==> src/hw/rtl/crrq_pkg.sv <==
`default_nettype none

package crrq_pkg;

  localparam logic OP_ENQUEUE = 1'b0;
  localparam logic OP_SERVICE = 1'b1;

  typedef enum logic [2:0] {
    S_IDLE   = 3'b001,
    S_SEARCH = 3'b010,
    S_FINISH = 3'b100
  } state_t;

endpackage

`default_nettype wire

==> src/hw/rtl/crrq_cell.sv <==
`default_nettype none

module crrq_cell #(
  parameter int ID_BITS     = 8,
  parameter int VOLUME_BITS = 8
) (
  input  wire logic                   clk,
  input  wire logic                   shift,
  input  wire logic [ID_BITS-1:0]     d_id,
  input  wire logic [VOLUME_BITS-1:0] d_vol,
  output logic      [ID_BITS-1:0]     q_id,
  output logic      [VOLUME_BITS-1:0] q_vol
);

  always_ff @(posedge clk) begin
    if (shift) begin
      q_id  <= d_id;
      q_vol <= d_vol;
    end
  end

endmodule

`default_nettype wire

==> src/hw/rtl/coalescing_request_ring_queue_unit.sv <==
// Sequence: a service transaction goes through S_FINISH to its registered result,
// an enqueue transaction through S_SEARCH and S_FINISH; a stalled output holds S_FINISH.
// Throughput: one item at a time; the enqueue search rotates the cell ring through all
// QUEUE_SLOTS cells, one cell past the compare point per cycle.
// Reset: synchronous, clears the internal pending count, control state and output
// valid; the entry cells are not cleared.
`default_nettype none

module coalescing_request_ring_queue_unit
  import crrq_pkg::*;
#(
  parameter int QUEUE_SLOTS = 16,
  parameter int ID_BITS     = 8,
  parameter int VOLUME_BITS = 8
) (
  input  wire logic                   clk,
  input  wire logic                   rst,
  input  wire logic                   in_valid,
  output logic                        in_stall,
  input  wire logic                   operation,
  input  wire logic [ID_BITS-1:0]     sound_id,
  input  wire logic [VOLUME_BITS-1:0] volume,
  input  wire logic                   channel_free,
  output logic                        out_valid,
  input  wire logic                   out_stall,
  output logic                        dispatched,
  output logic      [ID_BITS-1:0]     out_sound_id,
  output logic      [VOLUME_BITS-1:0] out_volume,
  output logic                        merged,
  output logic                        dropped,
  output logic      [3:0]             pending_count
);

  localparam int CW = $clog2(QUEUE_SLOTS);
  localparam logic [CW-1:0] LAST = CW'(QUEUE_SLOTS - 1);

  state_t state;
  logic [CW-1:0] count;
  logic [CW-1:0] step;
  logic          merged_r;
  logic [ID_BITS-1:0]     req_id;
  logic [VOLUME_BITS-1:0] req_vol;

  logic                   res_disp, res_merged, res_dropped;
  logic [ID_BITS-1:0]     res_id;
  logic [VOLUME_BITS-1:0] res_vol;
  logic [CW-1:0]          res_count;

  logic [ID_BITS-1:0]     id_q  [QUEUE_SLOTS];
  logic [VOLUME_BITS-1:0] vol_q [QUEUE_SLOTS];
  logic [ID_BITS-1:0]     feed_id;
  logic [VOLUME_BITS-1:0] feed_vol;

  logic accept, pop, rotate, searching, hit, ins, merged_f, full, out_free;
  logic [CW+3:0] cnt_ext;

  assign in_stall  = (state != S_IDLE);
  assign accept    = in_valid && !in_stall;
  assign pop       = accept && (operation == OP_SERVICE) && (count != '0) && channel_free;
  assign searching = (state == S_SEARCH);
  assign full      = (count == LAST);
  assign hit       = searching && (step < count) && !merged_r && (id_q[0] == req_id);
  assign ins       = searching && (step == count) && !merged_r && !full;
  assign merged_f  = merged_r || hit;
  assign rotate    = searching || pop;
  assign out_free  = !out_valid || !out_stall;

  always_comb begin
    feed_id  = id_q[0];
    feed_vol = vol_q[0];
    if (ins) begin
      feed_id  = req_id;
      feed_vol = req_vol;
    end else if (hit && (req_vol > vol_q[0])) begin
      feed_vol = req_vol;
    end
  end

  for (genvar j = 0; j < QUEUE_SLOTS; j++) begin : g_cell
    if (j == QUEUE_SLOTS - 1) begin : g_tail
      crrq_cell #(.ID_BITS(ID_BITS), .VOLUME_BITS(VOLUME_BITS)) u_cell (
        .clk   (clk),
        .shift (rotate),
        .d_id  (feed_id),
        .d_vol (feed_vol),
        .q_id  (id_q[j]),
        .q_vol (vol_q[j])
      );
    end else begin : g_body
      crrq_cell #(.ID_BITS(ID_BITS), .VOLUME_BITS(VOLUME_BITS)) u_cell (
        .clk   (clk),
        .shift (rotate),
        .d_id  (id_q[j+1]),
        .d_vol (vol_q[j+1]),
        .q_id  (id_q[j]),
        .q_vol (vol_q[j])
      );
    end
  end

  always_ff @(posedge clk) begin
    if (rst) begin
      state     <= S_IDLE;
      count     <= '0;
      step      <= '0;
      merged_r  <= 1'b0;
      out_valid <= 1'b0;
    end else begin
      unique case (state)
        S_IDLE: begin
          if (out_valid && !out_stall) out_valid <= 1'b0;
          if (accept) begin
            req_id      <= sound_id;
            req_vol     <= volume;
            step        <= '0;
            merged_r    <= 1'b0;
            res_merged  <= 1'b0;
            res_dropped <= 1'b0;
            if (operation == OP_SERVICE) begin
              res_disp  <= pop;
              res_id    <= pop ? id_q[0] : '0;
              res_vol   <= pop ? vol_q[0] : '0;
              res_count <= pop ? count - 1'b1 : count;
              if (pop) count <= count - 1'b1;
              state <= S_FINISH;
            end else begin
              state <= S_SEARCH;
            end
          end
        end
        S_SEARCH: begin
          if (out_valid && !out_stall) out_valid <= 1'b0;
          if (hit) merged_r <= 1'b1;
          step <= step + 1'b1;
          if (step == LAST) begin
            res_disp    <= 1'b0;
            res_id      <= '0;
            res_vol     <= '0;
            res_merged  <= merged_f;
            res_dropped <= !merged_f && full;
            if (!merged_f && !full) begin
              count     <= count + 1'b1;
              res_count <= count + 1'b1;
            end else begin
              res_count <= count;
            end
            state <= S_FINISH;
          end
        end
        S_FINISH: begin
          if (out_free) begin
            out_valid     <= 1'b1;
            dispatched    <= res_disp;
            out_sound_id  <= res_id;
            out_volume    <= res_vol;
            merged        <= res_merged;
            dropped       <= res_dropped;
            pending_count <= cnt_ext[3:0];
            state         <= S_IDLE;
          end
        end
        default: state <= S_IDLE;
      endcase
    end
  end

  assign cnt_ext = {4'b0000, res_count};

endmodule

`default_nettype wire

==> config.mk <==
export PLATFORM = sky130hd
export DESIGN_NAME = coalescing_request_ring_queue_unit
export DESIGN_NICKNAME = d
export VERILOG_FILES = /design/src/hw/rtl/crrq_pkg.sv /design/src/hw/rtl/crrq_cell.sv /design/src/hw/rtl/coalescing_request_ring_queue_unit.sv
export SDC_FILE = /design/constraint.sdc
export NUM_CORES = 1
export LEC_CHECK = 0
export BUFFER_PORTS_ARGS = -buffer_cell sky130_fd_sc_hd__buf_2
export CORE_ASPECT_RATIO = 1.2
export CORE_UTILIZATION = 30
export CTS_CLUSTER_SIZE = 16
export DETAILED_ROUTE_END_ITERATION = 16
export PLACE_DENSITY = 0.43
export SLEW_MARGIN = 0
export SYNTH_ARGS = -nofsm -noshare
export SYNTH_HDL_FRONTEND = slang
export SYNTH_SLANG_ARGS = --single-unit
export TNS_END_PERCENT = 5
==> constraint.sdc <==
create_clock -name clk -period 18.3 [get_ports clk]
set_input_delay 1.83 -clock clk [delete_from_list [all_inputs] [get_ports clk]]
set_output_delay 1.83 -clock clk [all_outputs]
set_load 0.03 [all_outputs]
* After elaboration in Yosys (flattened, before gate mapping) *
Cells that the tools add are included.

cells by class
  add/sub/neg operators = 3
  magnitude comparators = 2
  equality and inequality tests = 14
  mux-type cells = 39
  bitwise logic cells = 1
  reduce and logical (&&, ||, !) cells = 36

operators by type and width
  operator                                                                  count
  8-bit two-way mux                                                         10
  8-bit one-hot mux with 2 select lines                                     2
  4-bit two-way mux                                                         6
  4-bit one-hot mux with 2 select lines                                     2
  3-bit AND reduction                                                       5
  1-bit logical AND                                                         14
  3-bit two-way mux                                                         4
  1-bit one-hot mux with 2 select lines                                     5
  1-bit two-way mux                                                         9
  3-bit one-hot mux with 3 select lines                                     1
  4-bit by 1-bit adder with 4-bit output (second input constant)            2
  4-bit equality test (second input constant)                               2
  8-bit equality test                                                       1
  8-bit > comparator                                                        1
  4-bit AND reduction                                                       2
  1-bit logical NOT                                                         6
  2-bit by 1-bit inequality test with 1-bit output (second input constant)  3
  2-bit inequality test (second input constant)                             3
  5-bit AND reduction                                                       1
  4-bit equality test                                                       1
  4-bit less-than comparator                                                1
  2-bit nonzero test                                                        2
  4-bit nonzero test                                                        1
  4-bit by 1-bit subtractor with 4-bit output (second input constant)       1
  other kinds (8)                                                           10

storage, ports and cells
  flip-flop bits (word level) = 331
  input bits = 22
  output and inout bits = 25
  logic and storage cells = 146

* Depth between registers and ports, before layout *
Gate-level depths: netlist of run 1.

  depth in word-level cells = 10
  gate-level depth with buffers = 10
  depth with buffers taken out = 9

* Modules after synthesis *
Synthesis of run 1 repeated with hierarchy kept, for this count alone.

second synthesis, totals
  cells, all modules = 530
  area, all modules = 11,175.7 µm²

modules (own cells, without submodules)
  module                              instances  cells an instance  area an instance (µm²)  sequential area each (µm²)
  crrq_cell                           16         16                 480.5                   480.5
  coalescing_request_ring_queue_unit  1          274                3,488.3                 2,122.0

* Worst setup path after synthesis of run 1 *
OpenSTA, ideal clock, no wires.

  path type = input port to flip-flop
  start = input in_valid
  end = register count[1]
  library setup time = 78 ps
  data arrival time = 8,471 ps
  required time = 18,222 ps
  setup slack = 9,751 ps
  stages on the path = 6
  path buffers = 0
  cell sequence = and4bb_2 nand4_1 nand2_1 a21oi_1 a211o_1 nor3_1

on the way
  word-level cells in the longest chain between the ends = 8
  elaborated cells on any way between the ends = 10

RTL lines
  item                                   RTL line                                   RTL
  from (decl)                            coalescing_request_ring_queue_unit.sv:18   input wire logic in_valid,
  1-bit logical AND (*)                  coalescing_request_ring_queue_unit.sv:58   assign accept = in_valid && !in_stall;
  1-bit logical AND (3 in series)        coalescing_request_ring_queue_unit.sv:59   assign pop = accept && (operation == OP_SERVICE) && (count != '0) && channel_free;
  4-bit two-way mux (3 in series)        -
  4-bit one-hot mux with 2 select lines  -
  to (signal assigned)                   coalescing_request_ring_queue_unit.sv:124  if (pop) count <= count - 1'b1;
  to (signal assigned)                   coalescing_request_ring_queue_unit.sv:142  count <= count + 1'b1;
  to (decl)                              coalescing_request_ring_queue_unit.sv:38   logic [CW-1:0] count;

Mark *: on every way between the ends. The rest lies on a longest branch, timed or not. The select of a mux whose other input is x is not followed.
A chain may end at the register's enable or synchronous reset.

* Worst setup path after layout of run 1 *
  start = input in_valid
  end = register g_cell[14].g_body.u_cell.q_id[3] (enable)

on the way
  word-level cells in the longest chain between the ends = 5

RTL lines
  item                               RTL line                                  RTL
  1-bit logical AND                  coalescing_request_ring_queue_unit.sv:58
  1-bit logical AND (3 in series)    coalescing_request_ring_queue_unit.sv:59
  1-bit logical OR                   coalescing_request_ring_queue_unit.sv:65  assign rotate = searching || pop;
  net g_cell[0].g_body.u_cell.shift  crrq_cell.sv:8                            input wire logic shift,
  to (signal assigned)               crrq_cell.sv:17                           q_id <= d_id;
  to (decl)                          crrq_cell.sv:11                           output logic [ID_BITS-1:0] q_id,

The timed path passes the listed nets, and every way through them passes these cells.

==> reports/qor.txt, run 1 <==
DRC marker count from the first detailed-route iteration - 439
Top post-synthesis cells by area - edfxtp_1, dfxtp_1, ha_1
Worst Hold Class - register to register
Yosys top cell area share - 85.00%
Arrival @ worst endpoint - 5.11 ns
Final Routed Wirelength - 18.19 mm
Port Buffers - 46
Latest clock arrival within the worst-skew pair - 0.53 ns
Num ports - 47
Tmin final - 4.954 ns
Starting density of the core - 30.45%
Flops & latches, synth - 331
Via density - 4.364
Worst slew pin tran - 1.090 ns
Crit Path Max Fanout - 81
Post-CTS setup buffers - 0
CTS root buffer - clkbuf_16
FP Rows - 77
Mux cell area share after synthesis - 2.049%
Slew HR - 27.35%
Async set-or-reset flop fraction in the synthesized netlist - 0%
Main combinational cell family by area after synthesis - simple AND/OR/NAND/NOR gates
Antenna-violating nets left - 0
First-pass GRT wire length - 28.79 mm
Number of buffers created by CTS - 34
Crit Path Category - input port to register
Register area - 0.009809 sq mm
Post_cts resized - 0
Yosys top cell by area - edfxtp_1
Drt first pass iters - 4
Routed WL per cell - 16.51 um
Die width - 178.7 um
H-Tree Depth - 2
Number of synthesized flops with an enable pin - 318
Crit share post-route - 27.07%
Layout cells sized above 1 - 20.54%
Hold_buf cts - 0
Avg Inst Size Synth - 21.24 sq um
Core ar. - 0.03690 sq mm
Adder-Cell Fraction of Synth Area - 1.671%
RSZ-0062 raised after global routing - no
Chip height - 214.0 um
Synthesized cell area - 0.01123 sq mm
Critical path required time - 18.45 ns
Synth unique cells - 53
Slew Viols, Final - 0
Initial antenna violation count - 0
Ant. Diodes - 0
Max VDD drop - 0.05123 mV
Vias - 4809
Area of the die - 0.03823 sq mm
Status - finished, final reports clean
Area grow syn2layout - 16.66%
CTS tree - built
Area occupied by multi-input gates - 0.001325 sq mm
Simple-gate share of the synthesized area - 4.321%
GRT Util Overall - 9.923%
Post-Syn Nets - 566
Largest net degree at the start of global routing - 84
Setup TNS - 0 ns
Final hold slack - 0.4062 ns
Synth warnings - 0
Nets - 644
Clock Path Buffers - 3
Cell Pwr Density - 118.7 mW/mm^2
Hold Vio Cnt, Final - 0
Seq/Total Area, Yosys - 87.31%
Setup-failing EPs final - 0
Placer Congestion - 0.7663
Crit start category - input port
Max Cap Viol - 0
Worst-path clk slew - 0.06 ns
GR Overflow Total - 0
Syn Inst Count - 529
Post-synthesis compound-gate area fraction - 2.885%
Number of global-route vias before repair - 4945
DP Wirelength - 10.64 mm
DRC errors left - 0
Fill count - 3413
FMAX - 0.2018 GHz
Setup crit end kind - register
Leak - 4.307 nW
Worst Skew - 0.02730 ns
Synth Flop Type - edfxtp_1
Clk sinks - 331
XOR/XNOR Fraction of Synth Area - 0.7796%
==> placed cells by master (no fill, tap or decap), drive strengths merged, types with 2 or more instances in the layout <==
| cell type | netlist | routed |
|---|---|---|
| inv | 17 | 19 |
| nand2 | 10 | 10 |
| nand4 | 7 | 7 |
| a31oi | 2 | 2 |
| nor2 | 27 | 27 |
| nor3 | 3 | 3 |
| o21bai | 3 | 3 |
| or3b | 3 | 3 |
| clkinv | 0 | 13 |
| edfxtp | 318 | 318 |
| nor4 | 2 | 2 |
| nand3 | 7 | 7 |
| o41ai | 2 | 2 |
| buf | 3 | 50 |
| dfxtp | 13 | 13 |
| and3 | 3 | 3 |
| xnor2 | 6 | 6 |
| clkbuf | 5 | 38 |
| bufinv | 0 | 3 |
| ha | 15 | 15 |
| xor2 | 4 | 4 |
| a21oi | 17 | 17 |
| and2 | 10 | 10 |
| a211oi | 3 | 3 |
| mux2i | 2 | 2 |
| o211ai | 2 | 2 |
| nor2b | 3 | 3 |
| o21ai | 7 | 7 |
| mux2 | 16 | 16 |
==> where the power goes <==
group | switching (mW) | total [mW] | leakage, nW | internal [mW]
sequential | 0.00803 | 0.857 | 3.00 | 0.849
clock | 0.277 | 0.662 | 0.518 | 0.384
combinational | 0.0257 | 0.0373 | 0.790 | 0.0116
total | 0.311 | 1.56 | 4.31 | 1.25
==> metal layers <==
layer,up-vias,GRT usage (%),routed length [um]
met5,-,0,0
met1,2456,14.14,8582
met2,93,14.41,8351
li1,2225,-,-
met3,35,2.079,711
met4,0,4.661,549
==> area by class of cell <==
| cell class | instances | area share, % |
|---|---|---|
| Sequential cell | 331 | 74.84 |
| Multi-Input combinational cell | 173 | 10.11 |
| Timing Repair Buffer | 50 | 1.986 |
| Inverter | 17 | 0.4869 |
| Tap cell | 474 | 4.525 |
| Clock buffer | 38 | 6.606 |
| Clock inverter | 19 | 1.442 |
==> worst paths after layout <==
kind                                                                  from                                          to  slack (ns)  cells after the start
worst min register to register  g_cell[8].g_body.u_cell.q_vol[5]$_DFFE_PP_  g_cell[7].g_body.u_cell.q_vol[5]$_DFFE_PP_        0.41                      0
worst max register to register                       count[0]$_SDFFE_PP0P_  g_cell[14].g_body.u_cell.q_id[3]$_DFFE_PP_       14.08                      7
worst max-delay path                                              in_valid  g_cell[14].g_body.u_cell.q_id[3]$_DFFE_PP_       13.35                      6
worst min-delay path            g_cell[8].g_body.u_cell.q_vol[5]$_DFFE_PP_  g_cell[7].g_body.u_cell.q_vol[5]$_DFFE_PP_        0.41                      0
==> flip-flops by register name, indices dropped and copies added (netlist names), 3 cells and up <==
register                    count
count                           4
g_cell.g_body.u_cell.q_id     120
g_cell.g_body.u_cell.q_vol    120
g_cell.g_tail.u_cell.q_id       8
g_cell.g_tail.u_cell.q_vol      8
out_sound_id                    8
out_volume                      8
pending_count                   4
req_id                          8
req_vol                         8
res_count                       4
res_id                          8
res_vol                         8
state                           3
step                            4
==> logic make-up after synthesis <==
family,Yosys count
buffers and inverters,25
multiplexers,18
AO/OA/AOI/OAI,47
XOR/XNOR,10
adder cells (fa/ha/maj),15
flip-flops,331
AND/OR/NAND/NOR,83
==> worst max-delay path, stage by stage <==
cell	delay, ns
buf_2	0.09
and4bb_2	0.31
nand4_1	0.59
nand2_4	0.47
buf_4	0.79
buf_4	0.86
==> synthesized netlist by cell type, drive strengths merged (2+ instances only) <==
cell and count:
a211oi 3, a21oi 17, a31oi 2, and2 10, and3 3, buf 3
clkbuf 5, dfxtp 13, edfxtp 318, ha 15, inv 17, mux2 16
mux2i 2, nand2 10, nand3 7, nand4 7, nor2 27, nor2b 3
nor3 3, nor4 2, o211ai 2, o21ai 7, o21bai 3, o41ai 2
or3b 3, xnor2 6, xor2 4
==> metrics by stage <==
stage	setup WS (ns)	area, sq um	utilization [%]	cells	power, mW
after floorplan	9.751	11230	-	529	0.9019
after global placement	12.81	12050	32.66	1045	0.9102
after detailed placement	12.74	12050	32.66	1045	0.9117
after CTS	13.36	13110	35.52	1102	1.585
after global routing	13.08	13110	35.52	1102	1.613
final	13.35	13110	35.52	1102	1.556
(Power assumes the default switching activity.)
==> run 2: changes to the inputs <==
- PLACE_DENSITY: 0.43 -> 0.44
- clock period: 18.3 -> 4.35 ns (I/O delays scaled with it)
==> run 2 against run 1 <==
Compared with the run above: largest cell class unchanged; die area unchanged; utilization increased by 0.12 points; sequential share of layout area decreased by 0.25 points; hold slack lost 0.32 ns; cell area rose by 0.33%; first-iteration DRC count shrank 4.6%; non-clock buffer count is 1 higher; highest routed layer unchanged; global-route usage increased by 0.33 points; clock-buffer cell count grew 3; clock skew shrank 0.0034 ns.
==> reports/qor.txt, run 2 (same netlist as run 1, synthesis figures left out) <==
Status - finished, final reports clean
Slew Viols, Final - 0
Ant. Diodes - 0
Worst Hold End - req_id[3]$_DFFE_PP_
R2r worst-path depth - 6
WL met2 - 8.570 mm
Area grow syn2layout - 17.05%
Crit share post-route - 71.06%
Worst Hold Class - input port to register
First-pass GRT wire length - 29.49 mm
Final Routed Wirelength - 18.58 mm
Fill count - 3412
GRT Util Overall - 10.25%
Clock Path Buffers - 3
FP Rows - 77
Chip height - 214.0 um
Setup TNS - 0 ns
Hold_buf cts - 0
WL met1 - 8.716 mm
Commonest non-fill, non-tap cell in the layout - edfxtp_1
H-Tree Depth - 2
Max Cap Viol - 0
Worst Skew - 0.02392 ns
DP Wirelength - 11.16 mm
Top Layer Used - met4
Critical path required time - 4.51 ns
Max VDD drop - 0.2261 mV
R2R setup slack - 1.26 ns
Drt first pass iters - 5
Clk sinks - 331
Num ports - 47
Placer Congestion - 0.8167
Antenna-violating nets left - 0
Reg-to-reg endpoint - g_cell[2].g_body.u_cell.q_id[4]$_DFFE_PP_
Latest clock arrival within the worst-skew pair - 0.52 ns
Worst slew pin tran - 1.104 ns
Starting density of the core - 30.45%
Slew HR - 26.35%
Leak - 4.313 nW
Crit Path Category - register to register
Hold Path Stages - 1
Via density - 4.346
DRC marker count from the first detailed-route iteration - 419
Routed WL per cell - 16.82 um
Layout cells sized above 1 - 20.29%
Number of global-route vias before repair - 4957
Area of the die - 0.03823 sq mm
Largest registers - g_cell.g_body.u_cell.q_id x120, g_cell.g_body.u_cell.q_vol x120
Arrival @ worst endpoint - 3.25 ns
Largest net degree at the start of global routing - 75
Setup-failing EPs final - 0
CTS root buffer - clkbuf_16
Nets - 645
Crit start category - register
Post_cts resized - 0
GR Overflow Total - 0
Port Buffers - 46
CTS tree - built
Crit Path Max Fanout - 63
FMAX - 0.3235 GHz
Cell Pwr Density - 495.6 mW/mm^2
Leading cell types in the layout, fill and taps excluded - edfxtp_1, buf_2, clkbuf_16, nor2_1, a21oi_1
Vias - 4802
RSZ-0062 raised after global routing - no
Tmin final - 3.091 ns
Setup crit end kind - register
Post-CTS setup buffers - 0
Hold Vio Cnt, Final - 0
Number of buffers created by CTS - 34
Initial antenna violation count - 0
Inst Count DP - 1046
Critical R2R Launch - count[0]$_SDFFE_PP0P_
Core ar. - 0.03690 sq mm
Min-delay src - sound_id[3]
Worst-path clk slew - 0.06 ns
Final hold slack - 0.08770 ns
Final Non-Filler Cells - 1105
DRC errors left - 0
Met3 WL - 915 um
Die width - 178.7 um
[run 2: worst max-delay path by stage]
stage / to / depth (start not counted) / slack, ns / startpoint
floorplan: count[1]$_SDFFE_PP0P_ / 8 / 0.79 / count[0]$_SDFFE_PP0P_
global placement: g_cell[1].g_body.u_cell.q_id[3]$_DFFE_PP_ / 6 / 1.31 / count[0]$_SDFFE_PP0P_
detailed placement: g_cell[4].g_body.u_cell.q_id[3]$_DFFE_PP_ / 6 / 1.24 / count[0]$_SDFFE_PP0P_
CTS: g_cell[3].g_body.u_cell.q_id[7]$_DFFE_PP_ / 6 / 1.21 / count[0]$_SDFFE_PP0P_
global route: g_cell[2].g_body.u_cell.q_id[4]$_DFFE_PP_ / 6 / 0.99 / count[0]$_SDFFE_PP0P_
finish: g_cell[2].g_body.u_cell.q_id[4]$_DFFE_PP_ / 6 / 1.26 / count[0]$_SDFFE_PP0P_
[run 2: cell type report]
class | instances | area (sq um) | share of cell area [%]
clock buffers | 41 | 898.4 | 6.832
clock inverters | 18 | 158.9 | 1.208
inverters | 17 | 63.81 | 0.4853
multi-input cells | 173 | 1334 | 10.14
flip-flops and latches | 331 | 9809 | 74.60
well taps | 474 | 593.1 | 4.510
repair buffers | 51 | 292.8 | 2.226
[run 2: stage by stage]
| step | utilization (%) | power [mW] | setup WS [ns] | area (sq um) |
|---|---|---|---|---|
| 2_1_floorplan | - | 3.774 | 0.7924 | 11240 |
| 3_3_place_gp | 32.77 | 3.837 | 1.310 | 12090 |
| 3_5_place_dp | 32.77 | 3.841 | 1.239 | 12090 |
| 4_1_cts | 35.64 | 6.630 | 1.207 | 13150 |
| 5_1_grt | 35.64 | 6.770 | 0.9863 | 13150 |
| 6_report | 35.64 | 6.517 | 1.259 | 13150 |
[run 2: metal layers]
metal	vias up	track usage [%]
li1	2228	-
met4	0	3.898
met5	-	0
met3	26	2.416
met2	112	15.19
met1	2436	14.52
[run 2: critical path: stages, from the launching register on]
cell	delay (ns)
dfxtp_1	0.46
inv_1	0.13
ha_1	0.23
or3b_2	0.19
nand4_1	0.56
nand2_8	0.66
buf_4	0.48
[run 2: power breakdown]
group / leakage [nW] / switching, mW / total [mW] / internal, mW
Clock: 0.511 / 1.15 / 2.75 / 1.60
Combinational: 0.802 / 0.111 / 0.163 / 0.0519
Sequential: 3.00 / 0.0354 / 3.61 / 3.57
==> run 3: changes to the inputs <==
- PLACE_DENSITY: 0.44 -> 0.43
- clock period: 4.35 -> 3.2 ns (I/O delays scaled with it)
==> run 3 against run 2 <==
Compared with the run above: wire length shrank 1.0%; critical endpoint is now g_cell[15].g_tail.u_cell.q_vol[4]$_DFFE_PP_; register-to-register slack lost 0.95 ns; clock power grew 39%; critical path type unchanged; sequential power grew 36%; global-route usage shrank 0.20 points; sequential share of layout area shrank 1.6 points; clock-buffer cell count grew 10; die area is the same; clock skew shrank 0.0056 ns.
==> reports/qor.txt, run 3 (same netlist as run 1, synthesis figures left out) <==
Status - finished, final reports clean
Hold Vio Cnt, Final - 0
Comb pwr share - 2.8%
Chip height - 214.0 um
Nets - 670
Port Buffers - 46
Area of the die - 0.03823 sq mm
Number of global-route vias before repair - 5060
DRC errors left - 0
Arrival @ worst endpoint - 3.16 ns
Switch Pwr - 1.831 mW
Setup TNS - 0 ns
H-Tree Depth - 2
Cell Pwr Density - 667.2 mW/mm^2
Die width - 178.7 um
Min-delay src - out_stall
Routed WL per cell - 16.23 um
Met3 WL - 1.005 mm
Setup-failing EPs final - 0
Setup crit end kind - register
Crit start category - register
RSZ-0062 raised after global routing - no
WL met1 - 8.365 mm
Clk pwr share - 42.6%
Largest registers - g_cell.g_body.u_cell.q_id x120, g_cell.g_body.u_cell.q_vol x120
Fill count - 3391
Internal Pwr Total - 7.134 mW
Layout cells sized above 1 - 21.09%
FMAX - 0.3462 GHz
Crit share post-route - 90.26%
Num ports - 47
Clk sinks - 331
Vias - 4945
Leak - 4.441 nW
Leading cell types in the layout, fill and taps excluded - edfxtp_1, buf_2, clkbuf_16, nor2_1, a21oi_1
Max VDD drop - 0.3765 mV
Slew HR - 63.55%
CTS tree - built
DRC marker count from the first detailed-route iteration - 401
Net Sw Frac - 20.42%
Post-CTS setup buffers - 0
CTS root buffer - clkbuf_16
First-pass GRT wire length - 29.23 mm
Placer Congestion - 0.8470
Area grow syn2layout - 19.60%
Max Cap Viol - 0
Critical path required time - 3.47 ns
Latest clock arrival within the worst-skew pair - 0.53 ns
Total chip power - 8.965 mW
GRT Util Overall - 10.05%
Clock Path Buffers - 3
Crit Path Max Fanout - 8
Number of buffers created by CTS - 35
Via density - 4.365
DP Wirelength - 10.87 mm
Initial antenna violation count - 0
Final Routed Wirelength - 18.39 mm
Antenna-violating nets left - 0
Worst-path clk slew - 0.06 ns
Drt first pass iters - 5
Tmin final - 2.888 ns
WL met2 - 8.395 mm
Crit Path Category - register to register
Critical R2R Launch - count[1]$_SDFFE_PP0P_
Worst Hold Class - input port to register
Launch point of the worst path - count[1]$_SDFFE_PP0P_
Commonest non-fill, non-tap cell in the layout - edfxtp_1
Worst slew pin tran - 0.5467 ns
Worst Skew - 0.01829 ns
Core ar. - 0.03690 sq mm
Slew Viols, Final - 0
FP Rows - 77
GR Overflow Total - 0
Largest net degree at the start of global routing - 61
Top Layer Used - met4
Starting density of the core - 30.45%
Ant. Diodes - 0
Reg power frac - 54.7%
## run 3: changes by cell type in the layout (fill, tap and decap cells not counted), sizes merged
cell and delta:
clkbuf +10, bufinv -1, clkinv -6, inv +1
dlygate4sd3 +16, buf +8
## run 3: final cells by class
cell class / instances / area [sq um] / area share [%]
Clock buffer: 51 / 955.9 / 7.114
Clock inverter: 12 / 130.1 / 0.9684
Inverter: 17 / 63.81 / 0.4749
Multi-Input combinational cell: 173 / 1334 / 9.926
Sequential cell: 331 / 9809 / 73.01
Tap cell: 474 / 593.1 / 4.414
Timing Repair Buffer: 75 / 550.5 / 4.097
## run 3: worst paths after layout
| check | endpoint | slack (ns) | depth (start not counted) |
|---|---|---|---|
| min reg2reg | g_cell[4].g_body.u_cell.q_id[5]$_DFFE_PP_ | 0.41 | 0 |
| max | g_cell[15].g_tail.u_cell.q_vol[4]$_DFFE_PP_ | 0.31 | 8 |
| max reg2reg | g_cell[15].g_tail.u_cell.q_vol[4]$_DFFE_PP_ | 0.31 | 8 |
| min | out_valid$_SDFFE_PP0P_ | 0.13 | 3 |
## run 3: critical path, stage by stage, from the launching register on
cell	delay, ns
dfxtp_1	0.43
inv_1	0.13
ha_1	0.32
nor2b_1	0.13
o211ai_1	0.15
and4_1	0.34
and2_2	0.26
a41o_1	0.52
mux2_4	0.35
## run 3: power groups by stage
stage / Clock [mW] / Combinational, mW / Sequential (mW)
after floorplan: 0 / 0.147 / 4.98
final: 3.81 / 0.249 / 4.90
after global routing: 4.11 / 0.276 / 4.91
after CTS: 3.95 / 0.254 / 4.90
after detailed placement: 0 / 0.238 / 4.99
after global placement: 0 / 0.231 / 4.99
## run 3: timing repair
item	in CTS	in global routing
endpoints found under the hold margin	16	0
hold buffers	16	0
gates resized for setup	0	0
## run 3: per-stage QoR
step / worst slack (ns) / hold WS (ns) / util, % / instances / cell area [sq um]
6_report: 0.3117 / 0.1314 / 36.41 / 1133 / 13440
5_1_grt: 0.1934 / 0.1640 / 36.41 / 1133 / 13440
4_1_cts: 0.3541 / 0.1087 / 36.41 / 1133 / 13440
3_5_place_dp: 0.3766 / 0.4045 / 33.04 / 1054 / 12190
3_3_place_gp: 0.4500 / 0.4016 / 33.04 / 1054 / 12190
2_1_floorplan: 0.2914 / 0.4003 / - / 529 / 11250
## run 3: layer usage
layer / global-route usage [%] / up-vias
met5: 0 / -
met4: 4.689 / 0
met3: 2.239 / 51
met2: 14.74 / 141
met1: 14.09 / 2471
li1: - / 2282
